[config.mk]
export PLATFORM = sky130hd
export DESIGN_NAME = oott_cell
export DESIGN_NICKNAME = d
export VERILOG_FILES = /design/src/sv/open_order_tracking_table_core_assert.svh /design/src/sv/oott_pkg.sv /design/src/sv/oott_cell.sv
export SDC_FILE = /design/constraint.sdc
export NUM_CORES = 1
export LEC_CHECK = 0
export ABC_AREA = 0
export ABC_CLOCK_PERIOD_IN_PS = 9500
export BUFFER_PORTS_ARGS = -buffer_cell sky130_fd_sc_hd__clkbuf_2
export CORE_AREA = 2 2 170 172
export CTS_CLUSTER_SIZE = 16
export DETAILED_ROUTE_END_ITERATION = 12
export DIE_AREA = 0 0 172 174
export SETUP_SLACK_MARGIN = 0.02
export SLEW_MARGIN = 20
export SYNTH_ARGS = -nofsm -noshare
export SYNTH_HDL_FRONTEND = slang
export SYNTH_SLANG_ARGS = --single-unit
export TNS_END_PERCENT = 20
[constraint.sdc]
create_clock -name clk -period 9.5 [get_ports clk]
set_input_delay 1.425 -clock clk [delete_from_list [all_inputs] [get_ports clk]]
set_output_delay 1.425 -clock clk [all_outputs]
set_load 0.05 [all_outputs]
[src/sv/open_order_tracking_table_core_assert.svh]
// Assertion macros shared by the table core.
`ifndef OPEN_ORDER_TRACKING_TABLE_CORE_ASSERT_SVH
`define OPEN_ORDER_TRACKING_TABLE_CORE_ASSERT_SVH

// Same-cycle implication, checked on every rising clock edge outside reset.
`define OOTT_ASSERT_SAME(label, ante, cons) \
  label: assert property (@(posedge clk) disable iff (rst) (ante) |-> (cons)) \
    else $error("table core assertion failed");

// Next-cycle implication, checked on every rising clock edge outside reset.
`define OOTT_ASSERT_NEXT(label, ante, cons) \
  label: assert property (@(posedge clk) disable iff (rst) (ante) |=> (cons)) \
    else $error("table core assertion failed");

`endif

[src/sv/oott_pkg.sv]
`timescale 1ns / 1ps
package oott_pkg;

  localparam int ENTRIES = 64;
  localparam int IDX_W = $clog2(ENTRIES);
  localparam int CNT_W = $clog2(ENTRIES + 1);

  localparam logic [1:0] OP_ORDER_ACK = 2'd0;
  localparam logic [1:0] OP_TRADE = 2'd1;
  localparam logic [1:0] OP_CANCEL_ACK = 2'd2;
  localparam logic [1:0] OP_MODIFY_ACK = 2'd3;

  localparam logic [2:0] ST_OK = 3'd0;
  localparam logic [2:0] ST_NOT_FOUND = 3'd1;
  localparam logic [2:0] ST_FULL = 3'd2;
  localparam logic [2:0] ST_OVERFILL = 3'd3;
  localparam logic [2:0] ST_IGNORED = 3'd4;

  typedef struct packed {
    logic [1:0] operation;
    logic accepted;
    logic [63:0] order_id;
    logic [63:0] new_order_id;
    logic [31:0] quantity;
    logic [31:0] price;
  } request_t;

  typedef struct packed {
    logic [2:0] status;
    logic entry_found;
    logic entry_removed;
    logic [31:0] remaining_qty;
    logic [6:0] entry_count;
  } result_t;

  typedef struct packed {
    logic active;
    logic found;
    logic [IDX_W-1:0] hit_slot;
    logic [31:0] hit_qty;
    logic other;
    logic free;
    logic [IDX_W-1:0] free_slot;
  } token_t;

  typedef struct packed {
    logic en;
    logic [IDX_W-1:0] slot;
    logic set_valid;
    logic clr_valid;
    logic wr_key;
    logic wr_qty;
    logic wr_price;
    logic [63:0] key;
    logic [31:0] qty;
    logic [31:0] price;
  } write_cmd_t;

endpackage

[src/sv/oott_cell.sv]
`timescale 1ns / 1ps
module oott_cell
  import oott_pkg::*;
(
  input  logic clk,
  input  logic rst,
  input  logic [IDX_W-1:0] idx,
  input  request_t req,
  input  write_cmd_t cmd,
  input  token_t tok_in,
  output token_t tok_out
);

  logic valid;
  logic [63:0] key;
  logic [31:0] qty;
  logic [31:0] price;
  logic hit;
  logic other_hit;
  token_t tok_next;
  logic sel;

  assign hit = valid && (key == req.order_id);
  assign other_hit = valid && (key == req.new_order_id);
  assign sel = cmd.en && (cmd.slot == idx);

  always_comb begin
    tok_next = tok_in;
    if (!tok_in.found && hit) begin
      tok_next.found = 1'b1;
      tok_next.hit_slot = idx;
      tok_next.hit_qty = qty;
    end
    if (other_hit) begin
      tok_next.other = 1'b1;
    end
    if (!tok_in.free && !valid) begin
      tok_next.free = 1'b1;
      tok_next.free_slot = idx;
    end
  end

  always_ff @(posedge clk) begin
    if (sel && cmd.wr_key) begin
      key <= cmd.key;
    end
    if (sel && cmd.wr_qty) begin
      qty <= cmd.qty;
    end
    if (sel && cmd.wr_price) begin
      price <= cmd.price;
    end
    if (rst) begin
      tok_out <= '0;
      valid <= 1'b0;
    end else begin
      tok_out <= tok_next;
      if (sel && cmd.clr_valid) begin
        valid <= 1'b0;
      end else if (sel && cmd.set_valid) begin
        valid <= 1'b1;
      end
    end
  end

endmodule

After elaboration in Yosys (flattened, before gate mapping)
Cells that the tools add are included.
{ "word_totals": {"regBits": 145, "elab_cells": 29, "in_bits": 391} }
{ "classes": {"n_eq_ne": 3, "reduce_logical": 13, "mux": 3} }
{ "ops": {"columns": ["cell", "n"], "rows": [
  ["== test 64 bit", 2],
  ["two-way mux 39 bit", 1],
  ["logical AND 1 bit", 9],
  ["two-way mux 7 bit", 1],
  ["== test 6 bit", 1],
  ["zero test 1 bit", 3],
  ["OR reduction 2 bit", 1],
  ["two-way mux 1 bit", 1]
]} }

Logic depth before layout (Yosys ltp)
Gate-level depths: netlist (run 1).
{ "depth": {"ltp_word": 4, "depth_mapped": 8, "depth_no_buf": 6} }

Least setup slack after synthesis (run 1)
OpenSTA, ideal clock, no wires.
{ "synth_timing": {"path_kind": "input -> register", "from": "in idx[4]", "to": "reg key[0] (enable)", "t_required_ns": 9.071, "path_stages": 3, "arrival_time_ns": 3.565, "setup_slack_ns": 5.506, "setup_ns": 0.429, "path_cell_list": "xor2_1 > nor4_1 > and2_1"} }
{ "synth_via": {"elab_chain_cells": 3} }
{ "synth_lines": {"columns": ["item", "line", "rtl"], "rows": [
  ["start: declaration", "oott_cell.sv:7", "input logic [IDX_W-1:0] idx,"],
  ["== test 6 bit", "oott_cell.sv:25", "assign sel = cmd.en && (cmd.slot == idx);"],
  ["logical AND 1 bit", "oott_cell.sv:25", null],
  ["logical AND 1 bit", "oott_cell.sv:44", "if (sel && cmd.wr_key) begin"],
  ["end signal: assignment", "oott_cell.sv:45", "key <= cmd.key;"],
  ["end: declaration", "oott_cell.sv:15", "logic [63:0] key;"]
]} }
Every way passes these cells.
A chain may end at the register's enable or synchronous reset.

Worst setup path after layout (run 1)
{ "layout_timing": {"from": "in req[171] in the netlist's numbering", "to": "reg tok_out[35] in the netlist's numbering"} }
{ "layout_via": {"elab_chain_cells": 4} }
{ "layout_lines": {"columns": ["item", "line", "rtl"], "rows": [
  ["start: declaration", "oott_cell.sv:8", "input request_t req,"],
  ["== test 64 bit", "oott_cell.sv:23", "assign hit = valid && (key == req.order_id);"],
  ["logical AND 1 bit", "oott_cell.sv:23", null],
  ["logical AND 1 bit", "oott_cell.sv:29", "if (!tok_in.found && hit) begin"],
  ["two-way mux 39 bit", "oott_cell.sv:29", null],
  ["end signal: assignment", "oott_cell.sv:57", "tok_out <= tok_next;"],
  ["end: declaration", "oott_cell.sv:11", "output token_t tok_out"]
]} }
Every way passes these cells.

==> results of run 1 <==
critical path, stage by stage:
cell	delay, ns
clkbuf_2	0.09
nor2b_1	0.13
a2111o_1	0.41
or4_4	0.59
or4_4	0.66
o21ai_0	0.28
a21oi_1	0.09
stage by stage:
| stage | hold WS, ns | area (µm²) | setup slack [ns] | std cells | util [%] |
|---|---|---|---|---|---|
| 6_report | 0.5532 | 9196 | 6.048 | 1271 | 32.57 |
| 3_5_place_dp | 0.5397 | 8588 | 5.587 | 1238 | 30.41 |
| 2_1_floorplan | 0.5254 | 6505 | 5.506 | 536 | - |
| 3_3_place_gp | 0.5326 | 8588 | 5.575 | 1238 | 30.41 |
| 4_1_cts | 0.5526 | 9194 | 6.050 | 1270 | 32.56 |
| 5_1_grt | 0.5803 | 9194 | 5.928 | 1270 | 32.56 |
cell usage after synthesis, drive strengths merged (2+ instances only):
| cell | count | area [µm²] |
|---|---|---|
| a22oi | 2 | 15.01 |
| nor4 | 25 | 171.4 |
| buf | 10 | 75.07 |
| nor2 | 2 | 7.510 |
| clkbuf | 16 | 60.06 |
| nor3 | 3 | 15.01 |
| inv | 23 | 86.33 |
| a2111oi | 2 | 17.52 |
| xor2 | 85 | 744.5 |
| edfxtp | 96 | 2883 |
| nand3 | 2 | 10.01 |
| nand2b | 12 | 75.07 |
| and2 | 2 | 12.51 |
| a2111o | 3 | 33.78 |
| o22ai | 5 | 31.28 |
| o2111ai | 4 | 35.03 |
| nand4b | 38 | 332.8 |
| o221ai | 2 | 17.52 |
| a21oi | 48 | 240.2 |
| o21ai | 46 | 230.2 |
| nor2b | 15 | 93.84 |
| or4 | 3 | 30.03 |
| nand4 | 11 | 68.82 |
| nand2 | 8 | 30.03 |
| xnor2 | 18 | 157.7 |
| dfxtp | 49 | 980.9 |
worst min-delay path by stage:
stage	end	slack [ns]	cells past startpoint
floorplan	tok_out[32]	0.53	2
global placement	tok_out[15]	0.53	2
detailed placement	tok_out[28]	0.54	2
CTS	tok_out[28]	0.55	2
global route	tok_out[10]	0.58	2
finish	tok_out[26]	0.55	2
state kept, by name, indices dropped and copies added (netlist names):
name     count
key         64
qty         32
tok_out     48
valid        1
layout make-up:
class / instances / area [µm²] / area share [%]
repair buffers: 344 / 1737 / 18.88
clock buffers: 21 / 483.0 / 5.252
inverters: 23 / 86.33 / 0.9388
well taps: 384 / 480.5 / 5.224
clock inverters: 11 / 122.6 / 1.333
multi-input cells: 342 / 2421 / 26.33
flip-flops and latches: 145 / 3864 / 42.01
diodes: 1 / 2.502 / 0.02721
per-layer routing:
layer	vias up	wire (µm)	GRT usage [%]
met5	-	12	0
met4	2	456	5.707
met3	30	1763	4.235
met2	253	11660	26.02
met1	2713	11410	22.73
li1	2665	-	-
where the power goes:
group / leakage (nW) / switching, W / internal, W
logic: 2.27 / 0.000101 / 0.0000739
clock network: 0.299 / 0.000289 / 0.000420
registers: 1.27 / 0.00000539 / 0.000685
total: 3.84 / 0.000395 / 0.00118
cells by family (layout without fill, tap and decap cells):
logic type             after synthesis  in the layout  share of synthesized area, %
buffers and inverters               49            399                         3.404
AO/OA/AOI/OAI                      116            116                         10.08
AND/OR/NAND/NOR                    123            123                         13.25
flip-flops                         145            145                         59.40
XOR/XNOR                           103            103                         13.87
other                                0              1                             0
==> impl_results.html, run 1 <==
<table>
<tr><th>Metric</th><th>Value</th></tr>
<tr><th colspan="2">Run status</th></tr>
<tr><td>Outcome</td><td>completed</td></tr>
<tr><th colspan="2">Global route</th></tr>
<tr><td>Vias in the first global route</td><td>~5700</td></tr>
<tr><td>Antenna violations before repair</td><td>1</td></tr>
<tr><td>Pin count of the biggest net entering global routing</td><td>65</td></tr>
<tr><td>First-pass GRT wire length</td><td>35880 µm</td></tr>
<tr><td>Overflow after GRT</td><td>0</td></tr>
<tr><td>Global-route usage over all layers</td><td>16.78%</td></tr>
<tr><th colspan="2">Clocking</th></tr>
<tr><td>Clock tree from TritonCTS</td><td>yes</td></tr>
<tr><td>Clock latency of the later-clocked register in the worst-skew pair</td><td>0.43 ns</td></tr>
<tr><td>Cell at the root of the clock tree</td><td>clkbuf_16</td></tr>
<tr><td>Max H-tree Level</td><td>4</td></tr>
<tr><td>Post-cts resize count</td><td>0</td></tr>
<tr><td>Buffers inserted by post-CTS timing repair</td><td>0</td></tr>
<tr><td>Clock buffers created by TritonCTS</td><td>17</td></tr>
<tr><td>Hold-fix buffers at CTS</td><td>0</td></tr>
<tr><td>Number of clock sinks seen by CTS</td><td>145</td></tr>
<tr><td>Buffer depth of the longest clock path</td><td>2</td></tr>
<tr><td>Clock-pin slew on the worst setup and hold paths</td><td>0.07 ns</td></tr>
<tr><th colspan="2">Timing</th></tr>
<tr><td>Clock skew</td><td>roughly 0.015 ns</td></tr>
<tr><td>Setup repair after global routing missed its margin</td><td>false</td></tr>
<tr><td>Max Clock Freq</td><td>289.7 MHz</td></tr>
<tr><td>Final worst path period need</td><td>around 3.5 ns</td></tr>
<tr><td>Slew at the pin with the worst max-slew slack</td><td>1.013 ns</td></tr>
<tr><td>Setup-failing EPs final</td><td>0</td></tr>
<tr><td>Final Max Tran Viols</td><td>0</td></tr>
<tr><td>Final Hold Violating Endpoints</td><td>0</td></tr>
<tr><td>Sum Neg Setup Slack</td><td>0 ns</td></tr>
<tr><td>Slew Limit Headroom</td><td>32.48%</td></tr>
<tr><td>Part of the cycle the worst path needs</td><td>between 30 and 40%</td></tr>
<tr><th colspan="2">Critical path</th></tr>
<tr><td>R2R cell count</td><td>5</td></tr>
<tr><td>Capturing instance or port of the critical path</td><td>tok_out[35]</td></tr>
<tr><td>Register-to-register path setup slack</td><td>6.65 ns</td></tr>
<tr><td>WP data required</td><td>9.77 ns</td></tr>
<tr><td>Critical Path End Type</td><td>register</td></tr>
<tr><td>Crit start category</td><td>input port</td></tr>
<tr><td>Arrival time at the worst endpoint</td><td>3.72 ns</td></tr>
<tr><td>Source of the worst register-to-register timing path</td><td>valid</td></tr>
<tr><td>Reg2reg end</td><td>tok_out[35]</td></tr>
<tr><td>Crit path from</td><td>req[171]</td></tr>
<tr><td>WS Path Type</td><td>in -&gt; reg</td></tr>
<tr><td>Largest fanout of any net on the critical path</td><td>38</td></tr>
<tr><th colspan="2">Synth</th></tr>
<tr><td>Syn Nets</td><td>927</td></tr>
<tr><td>Library cells used by synthesis</td><td>39</td></tr>
<tr><td>Total number of yosys warnings</td><td>0</td></tr>
<tr><td>Count of mapped cells out of synthesis</td><td>536</td></tr>
<tr><td>Seq cells post-synth</td><td>about 150</td></tr>
<tr><td>Primary FF master, synth</td><td>edfxtp_1</td></tr>
<tr><td>Sequential cell area fraction in the yosys report</td><td>between 50% and 60%</td></tr>
<tr><td>Mapped Area</td><td>roughly 6500 µm²</td></tr>
<tr><td>Count of flip-flops with a built-in enable after synthesis</td><td>96</td></tr>
<tr><td>Share of flip-flops with an asynchronous set or reset</td><td>0%</td></tr>
<tr><td>Mapped Avg Cell Area</td><td>12.14 µm²</td></tr>
<tr><th colspan="2">Power and ir drop</th></tr>
<tr><td>Post-route total power</td><td>~0.0016 W</td></tr>
<tr><td>Leakage power summed over all cells</td><td>3.843 nW</td></tr>
<tr><td>IR drop worst, VDD</td><td>81.60 µV</td></tr>
<tr><td>Power density over the cells</td><td>between 150 and 200 nW/µm²</td></tr>
<tr><th colspan="2">Run</th></tr>
<tr><td>Total of max-cap violations</td><td>0</td></tr>
<tr><th colspan="2">Routing</th></tr>
<tr><td>Total iterations of the first detailed-routing run</td><td>5</td></tr>
<tr><td>Via/cell ratio</td><td>4.456</td></tr>
<tr><td>DR iter-0 viols</td><td>440</td></tr>
<tr><td>Post-detailed-routing wire length</td><td>25300 µm</td></tr>
<tr><td>Number of design rule violations left after detail routing</td><td>0</td></tr>
<tr><td>Number of nets with antenna violations after routing</td><td>0</td></tr>
<tr><td>Wire per inst</td><td>around 20 µm</td></tr>
<tr><td>Via Count</td><td>5663</td></tr>
<tr><th colspan="2">Placed design</th></tr>
<tr><td>Half-perimeter wire length of the detailed placement result</td><td>20050 µm</td></tr>
<tr><td># port buffers</td><td>338</td></tr>
<tr><td>Final weighted congestion in routability-driven placement</td><td>0.9274</td></tr>
<tr><th colspan="2">Floorplanning</th></tr>
<tr><td>Die Footprint</td><td>29930 µm²</td></tr>
<tr><td>Initial Util</td><td>23.04%</td></tr>
<tr><td>Area of the core region</td><td>28240 µm²</td></tr>
<tr><td>Number of I/O pins</td><td>439</td></tr>
<tr><td>Height of the chip</td><td>174 µm</td></tr>
<tr><td>Standard-cell rows</td><td>62</td></tr>
<tr><td>Die X</td><td>172 µm</td></tr>
<tr><th colspan="2">Final layout</th></tr>
<tr><td>Commonest cells after routing, fill and taps aside</td><td>clkbuf_2, edfxtp_1, xor2_1, dfxtp_1, a21oi_1</td></tr>
<tr><td>P&amp;R area growth vs syn</td><td>41.37%</td></tr>
<tr><td>Layout cells sized above 1</td><td>approximately 43%</td></tr>
<tr><td>Number of fillers in the final layout</td><td>2925</td></tr>
<tr><td>Most common cell after layout, fill and taps aside</td><td>clkbuf_2</td></tr>
<tr><td>Total Nets Final</td><td>1264</td></tr>
<tr><th colspan="2">Min path</th></tr>
<tr><td>Worst min-delay path category</td><td>reg -&gt; reg</td></tr>
<tr><td>Beginning of the worst hold path</td><td>qty[18]</td></tr>
</table>
Note: power is estimated with default switching activity, not from simulation.
==> run 2, diff against run 1 <==
ABC_CLOCK_PERIOD_IN_PS = 3200   (was 9500)
CORE_AREA = 2 2 171 173   (was 2 2 170 172)
DIE_AREA = 0 0 173 175   (was 0 0 172 174)
clock period = 3.2 ns   (was 9.5 ns; I/O delays follow)
==> run 2 against run 1 <==
Compared with the run above:
- register-to-register slack got worse by 6.3 ns
- sequential share of layout area down 0.37 points
- non-clock buffer count rose by 6
- critical endpoint is now tok_out[42]
==> impl_results.html, run 2 (synthesis results as in run 1) <==
<table>
<tr><th>Metric</th><th>Value</th></tr>
<tr><th colspan="2">Critical path</th></tr>
<tr><td>Critical Path End Type</td><td>register</td></tr>
<tr><td>Largest fanout of any net on the critical path</td><td>38</td></tr>
<tr><td>Register-to-register path setup slack</td><td>0.35 ns</td></tr>
<tr><td>Crit start category</td><td>register</td></tr>
<tr><td>WS Path Type</td><td>reg -&gt; reg</td></tr>
<tr><td>Reg2reg end</td><td>tok_out[42]</td></tr>
<tr><td>R2R cell count</td><td>6</td></tr>
<tr><td>Source of the worst register-to-register timing path</td><td>key[50]</td></tr>
<tr><td>WP data required</td><td>3.46 ns</td></tr>
<tr><td>Arrival time at the worst endpoint</td><td>3.11 ns</td></tr>
<tr><th colspan="2">Floorplanning</th></tr>
<tr><td>Die Footprint</td><td>30280 µm²</td></tr>
<tr><td>Initial Util</td><td>22.91%</td></tr>
<tr><td>Standard-cell rows</td><td>62</td></tr>
<tr><td>Number of I/O pins</td><td>roughly 440</td></tr>
<tr><td>Die X</td><td>173 µm</td></tr>
<tr><td>Height of the chip</td><td>175 µm</td></tr>
<tr><td>Area of the core region</td><td>28390 µm²</td></tr>
<tr><th colspan="2">Power and ir drop</th></tr>
<tr><td>Leakage power summed over all cells</td><td>a little under 4 nW</td></tr>
<tr><td>Power density over the cells</td><td>around 500 nW/µm²</td></tr>
<tr><td>Post-route total power</td><td>0.004651 W</td></tr>
<tr><td>IR drop worst, VDD</td><td>272.3 µV</td></tr>
<tr><th colspan="2">Final layout</th></tr>
<tr><td>Cell Count, Final, Fillers Out</td><td>approximately 1300</td></tr>
<tr><td>Most common cell after layout, fill and taps aside</td><td>clkbuf_2</td></tr>
<tr><td>P&amp;R area growth vs syn</td><td>42.64%</td></tr>
<tr><td>Max FFs per register</td><td>64</td></tr>
<tr><td>Number of fillers in the final layout</td><td>2936</td></tr>
<tr><td>Area used by multi-input combinational logic</td><td>2422 µm²</td></tr>
<tr><td>Total Nets Final</td><td>roughly 1300</td></tr>
<tr><td>Register containing the most flip-flops in the final layout</td><td>key</td></tr>
<tr><td>Sequential cell area</td><td>3864 µm²</td></tr>
<tr><td>Registers with the most flip-flops</td><td>key: 64 flops, tok_out: 48 flops, qty: 32 flops</td></tr>
<tr><td>Commonest cells after routing, fill and taps aside</td><td>clkbuf_2, edfxtp_1, xor2_1, dfxtp_1, a21oi_1</td></tr>
<tr><td>Layout cells sized above 1</td><td>between 40 and 50%</td></tr>
<tr><th colspan="2">Timing</th></tr>
<tr><td>Part of the cycle the worst path needs</td><td>89.08%</td></tr>
<tr><td>Slew at the pin with the worst max-slew slack</td><td>1.016 ns</td></tr>
<tr><td>Final worst path period need</td><td>2.850 ns</td></tr>
<tr><td>Fin Hold WS</td><td>0.2203 ns</td></tr>
<tr><td>Max Clock Freq</td><td>350.8 MHz</td></tr>
<tr><td>Setup-failing EPs final</td><td>0</td></tr>
<tr><td>Final Max Tran Viols</td><td>0</td></tr>
<tr><td>Clock skew</td><td>around 0.014 ns</td></tr>
<tr><td>Sum Neg Setup Slack</td><td>0 ns</td></tr>
<tr><td>Final Hold Violating Endpoints</td><td>0</td></tr>
<tr><td>Slew Limit Headroom</td><td>between 30% and 40%</td></tr>
<tr><td>Setup repair after global routing missed its margin</td><td>false</td></tr>
<tr><th colspan="2">Clocking</th></tr>
<tr><td>Clock-pin slew on the worst setup and hold paths</td><td>0.07 ns</td></tr>
<tr><td>Clock tree from TritonCTS</td><td>yes</td></tr>
<tr><td>Buffers inserted by post-CTS timing repair</td><td>0</td></tr>
<tr><td>Cell at the root of the clock tree</td><td>clkbuf_16</td></tr>
<tr><td>Number of clock sinks seen by CTS</td><td>145</td></tr>
<tr><td>Buffer depth of the longest clock path</td><td>2</td></tr>
<tr><td>Clock buffers created by TritonCTS</td><td>17</td></tr>
<tr><td>Post-cts resize count</td><td>0</td></tr>
<tr><td>Clock latency of the later-clocked register in the worst-skew pair</td><td>0.43 ns</td></tr>
<tr><td>Max H-tree Level</td><td>4</td></tr>
<tr><td>Hold-fix buffers at CTS</td><td>0</td></tr>
<tr><th colspan="2">Routing</th></tr>
<tr><td>Via Count</td><td>5730</td></tr>
<tr><td>Post-detailed-routing wire length</td><td>approximately 26000 µm</td></tr>
<tr><td>Number of design rule violations left after detail routing</td><td>0</td></tr>
<tr><td>Via/cell ratio</td><td>4.484</td></tr>
<tr><td>Number of nets with antenna violations after routing</td><td>0</td></tr>
<tr><td>Total iterations of the first detailed-routing run</td><td>5</td></tr>
<tr><td>Wire per inst</td><td>20.31 µm</td></tr>
<tr><td>DR iter-0 viols</td><td>399</td></tr>
<tr><th colspan="2">Placed design</th></tr>
<tr><td>Final weighted congestion in routability-driven placement</td><td>about 0.87</td></tr>
<tr><td>Half-perimeter wire length of the detailed placement result</td><td>20890 µm</td></tr>
<tr><td># port buffers</td><td>338</td></tr>
<tr><td>Placed Instances</td><td>between 1000 and 1500</td></tr>
<tr><th colspan="2">Global route</th></tr>
<tr><td>Vias in the first global route</td><td>roughly 6000</td></tr>
<tr><td>Global-route usage over all layers</td><td>16.93%</td></tr>
<tr><td>Overflow after GRT</td><td>0</td></tr>
<tr><td>Antenna violations before repair</td><td>5</td></tr>
<tr><td>Pin count of the biggest net entering global routing</td><td>50</td></tr>
<tr><td>First-pass GRT wire length</td><td>37600 µm</td></tr>
<tr><th colspan="2">Min path</th></tr>
<tr><td>Worst min-delay path category</td><td>in -&gt; reg</td></tr>
<tr><td>Hold-critical path depth</td><td>1</td></tr>
<tr><td>Hold worst-path end</td><td>qty[27]</td></tr>
<tr><td>Beginning of the worst hold path</td><td>cmd[59]</td></tr>
<tr><th colspan="2">Run</th></tr>
<tr><td>Total of max-cap violations</td><td>0</td></tr>
<tr><th colspan="2">Run status</th></tr>
<tr><td>Outcome</td><td>completed</td></tr>
</table>
[run 2: where the power goes]
part | internal (W) | total (W) | switching (W)
Combinational | 0.000221 | 0.000522 | 0.000301
Sequential | 0.00203 | 0.00205 | 0.0000155
Clock | 0.00121 | 0.00208 | 0.000867
[run 2: per-stage QoR]
stage / setup WS [ns] / util (%) / instance area, µm²
floorplan: 0.1512 / - / 6505
global placement: 0.2034 / 30.54 / 8672
detailed placement: 0.2166 / 30.54 / 8672
CTS: 0.3548 / 32.66 / 9274
global route: 0.2572 / 32.67 / 9276
finish: 0.3496 / 32.68 / 9279
[run 2: how the worst max path moves through the flow]
stage,start,endpoint,slack (ns),cells after the start
6_report,key[50],tok_out[42],0.35,6
4_1_cts,key[50],tok_out[42],0.35,6
3_3_place_gp,req[171],tok_out[42],0.20,7
5_1_grt,key[50],tok_out[27],0.26,6
3_5_place_dp,req[171],tok_out[42],0.22,7
2_1_floorplan,idx[4],key[0],0.15,3
[run 2: routing by layer]
| layer | vias to the layer above | global-route usage [%] | wire [µm] |
|---|---|---|---|
| met2 | 266 | 26.58 | 11870 |
| met5 | - | 0 | 24 |
| li1 | 2679 | - | - |
| met3 | 46 | 3.655 | 1629 |
| met1 | 2735 | 23.02 | 11710 |
| met4 | 4 | 6.003 | 713 |
[run 2: area by class of cell]
cell class / instances / area share (%)
diodes: 2 / 0.05394
clock buffers: 19 / 4.895
clock inverters: 13 / 1.591
well taps: 384 / 5.178
repair buffers: 350 / 19.61
multi-input cells: 342 / 26.11
flip-flops and latches: 145 / 41.64
inverters: 23 / 0.9304
[run 2: critical path, cell delays in order, from the launching register on]
cell and delay (ns):
edfxtp_1 0.50, inv_2 0.07, a2111o_1 0.43, or4_4 0.59
or4_4 0.68, o21ai_1 0.30, a21oi_1 0.09
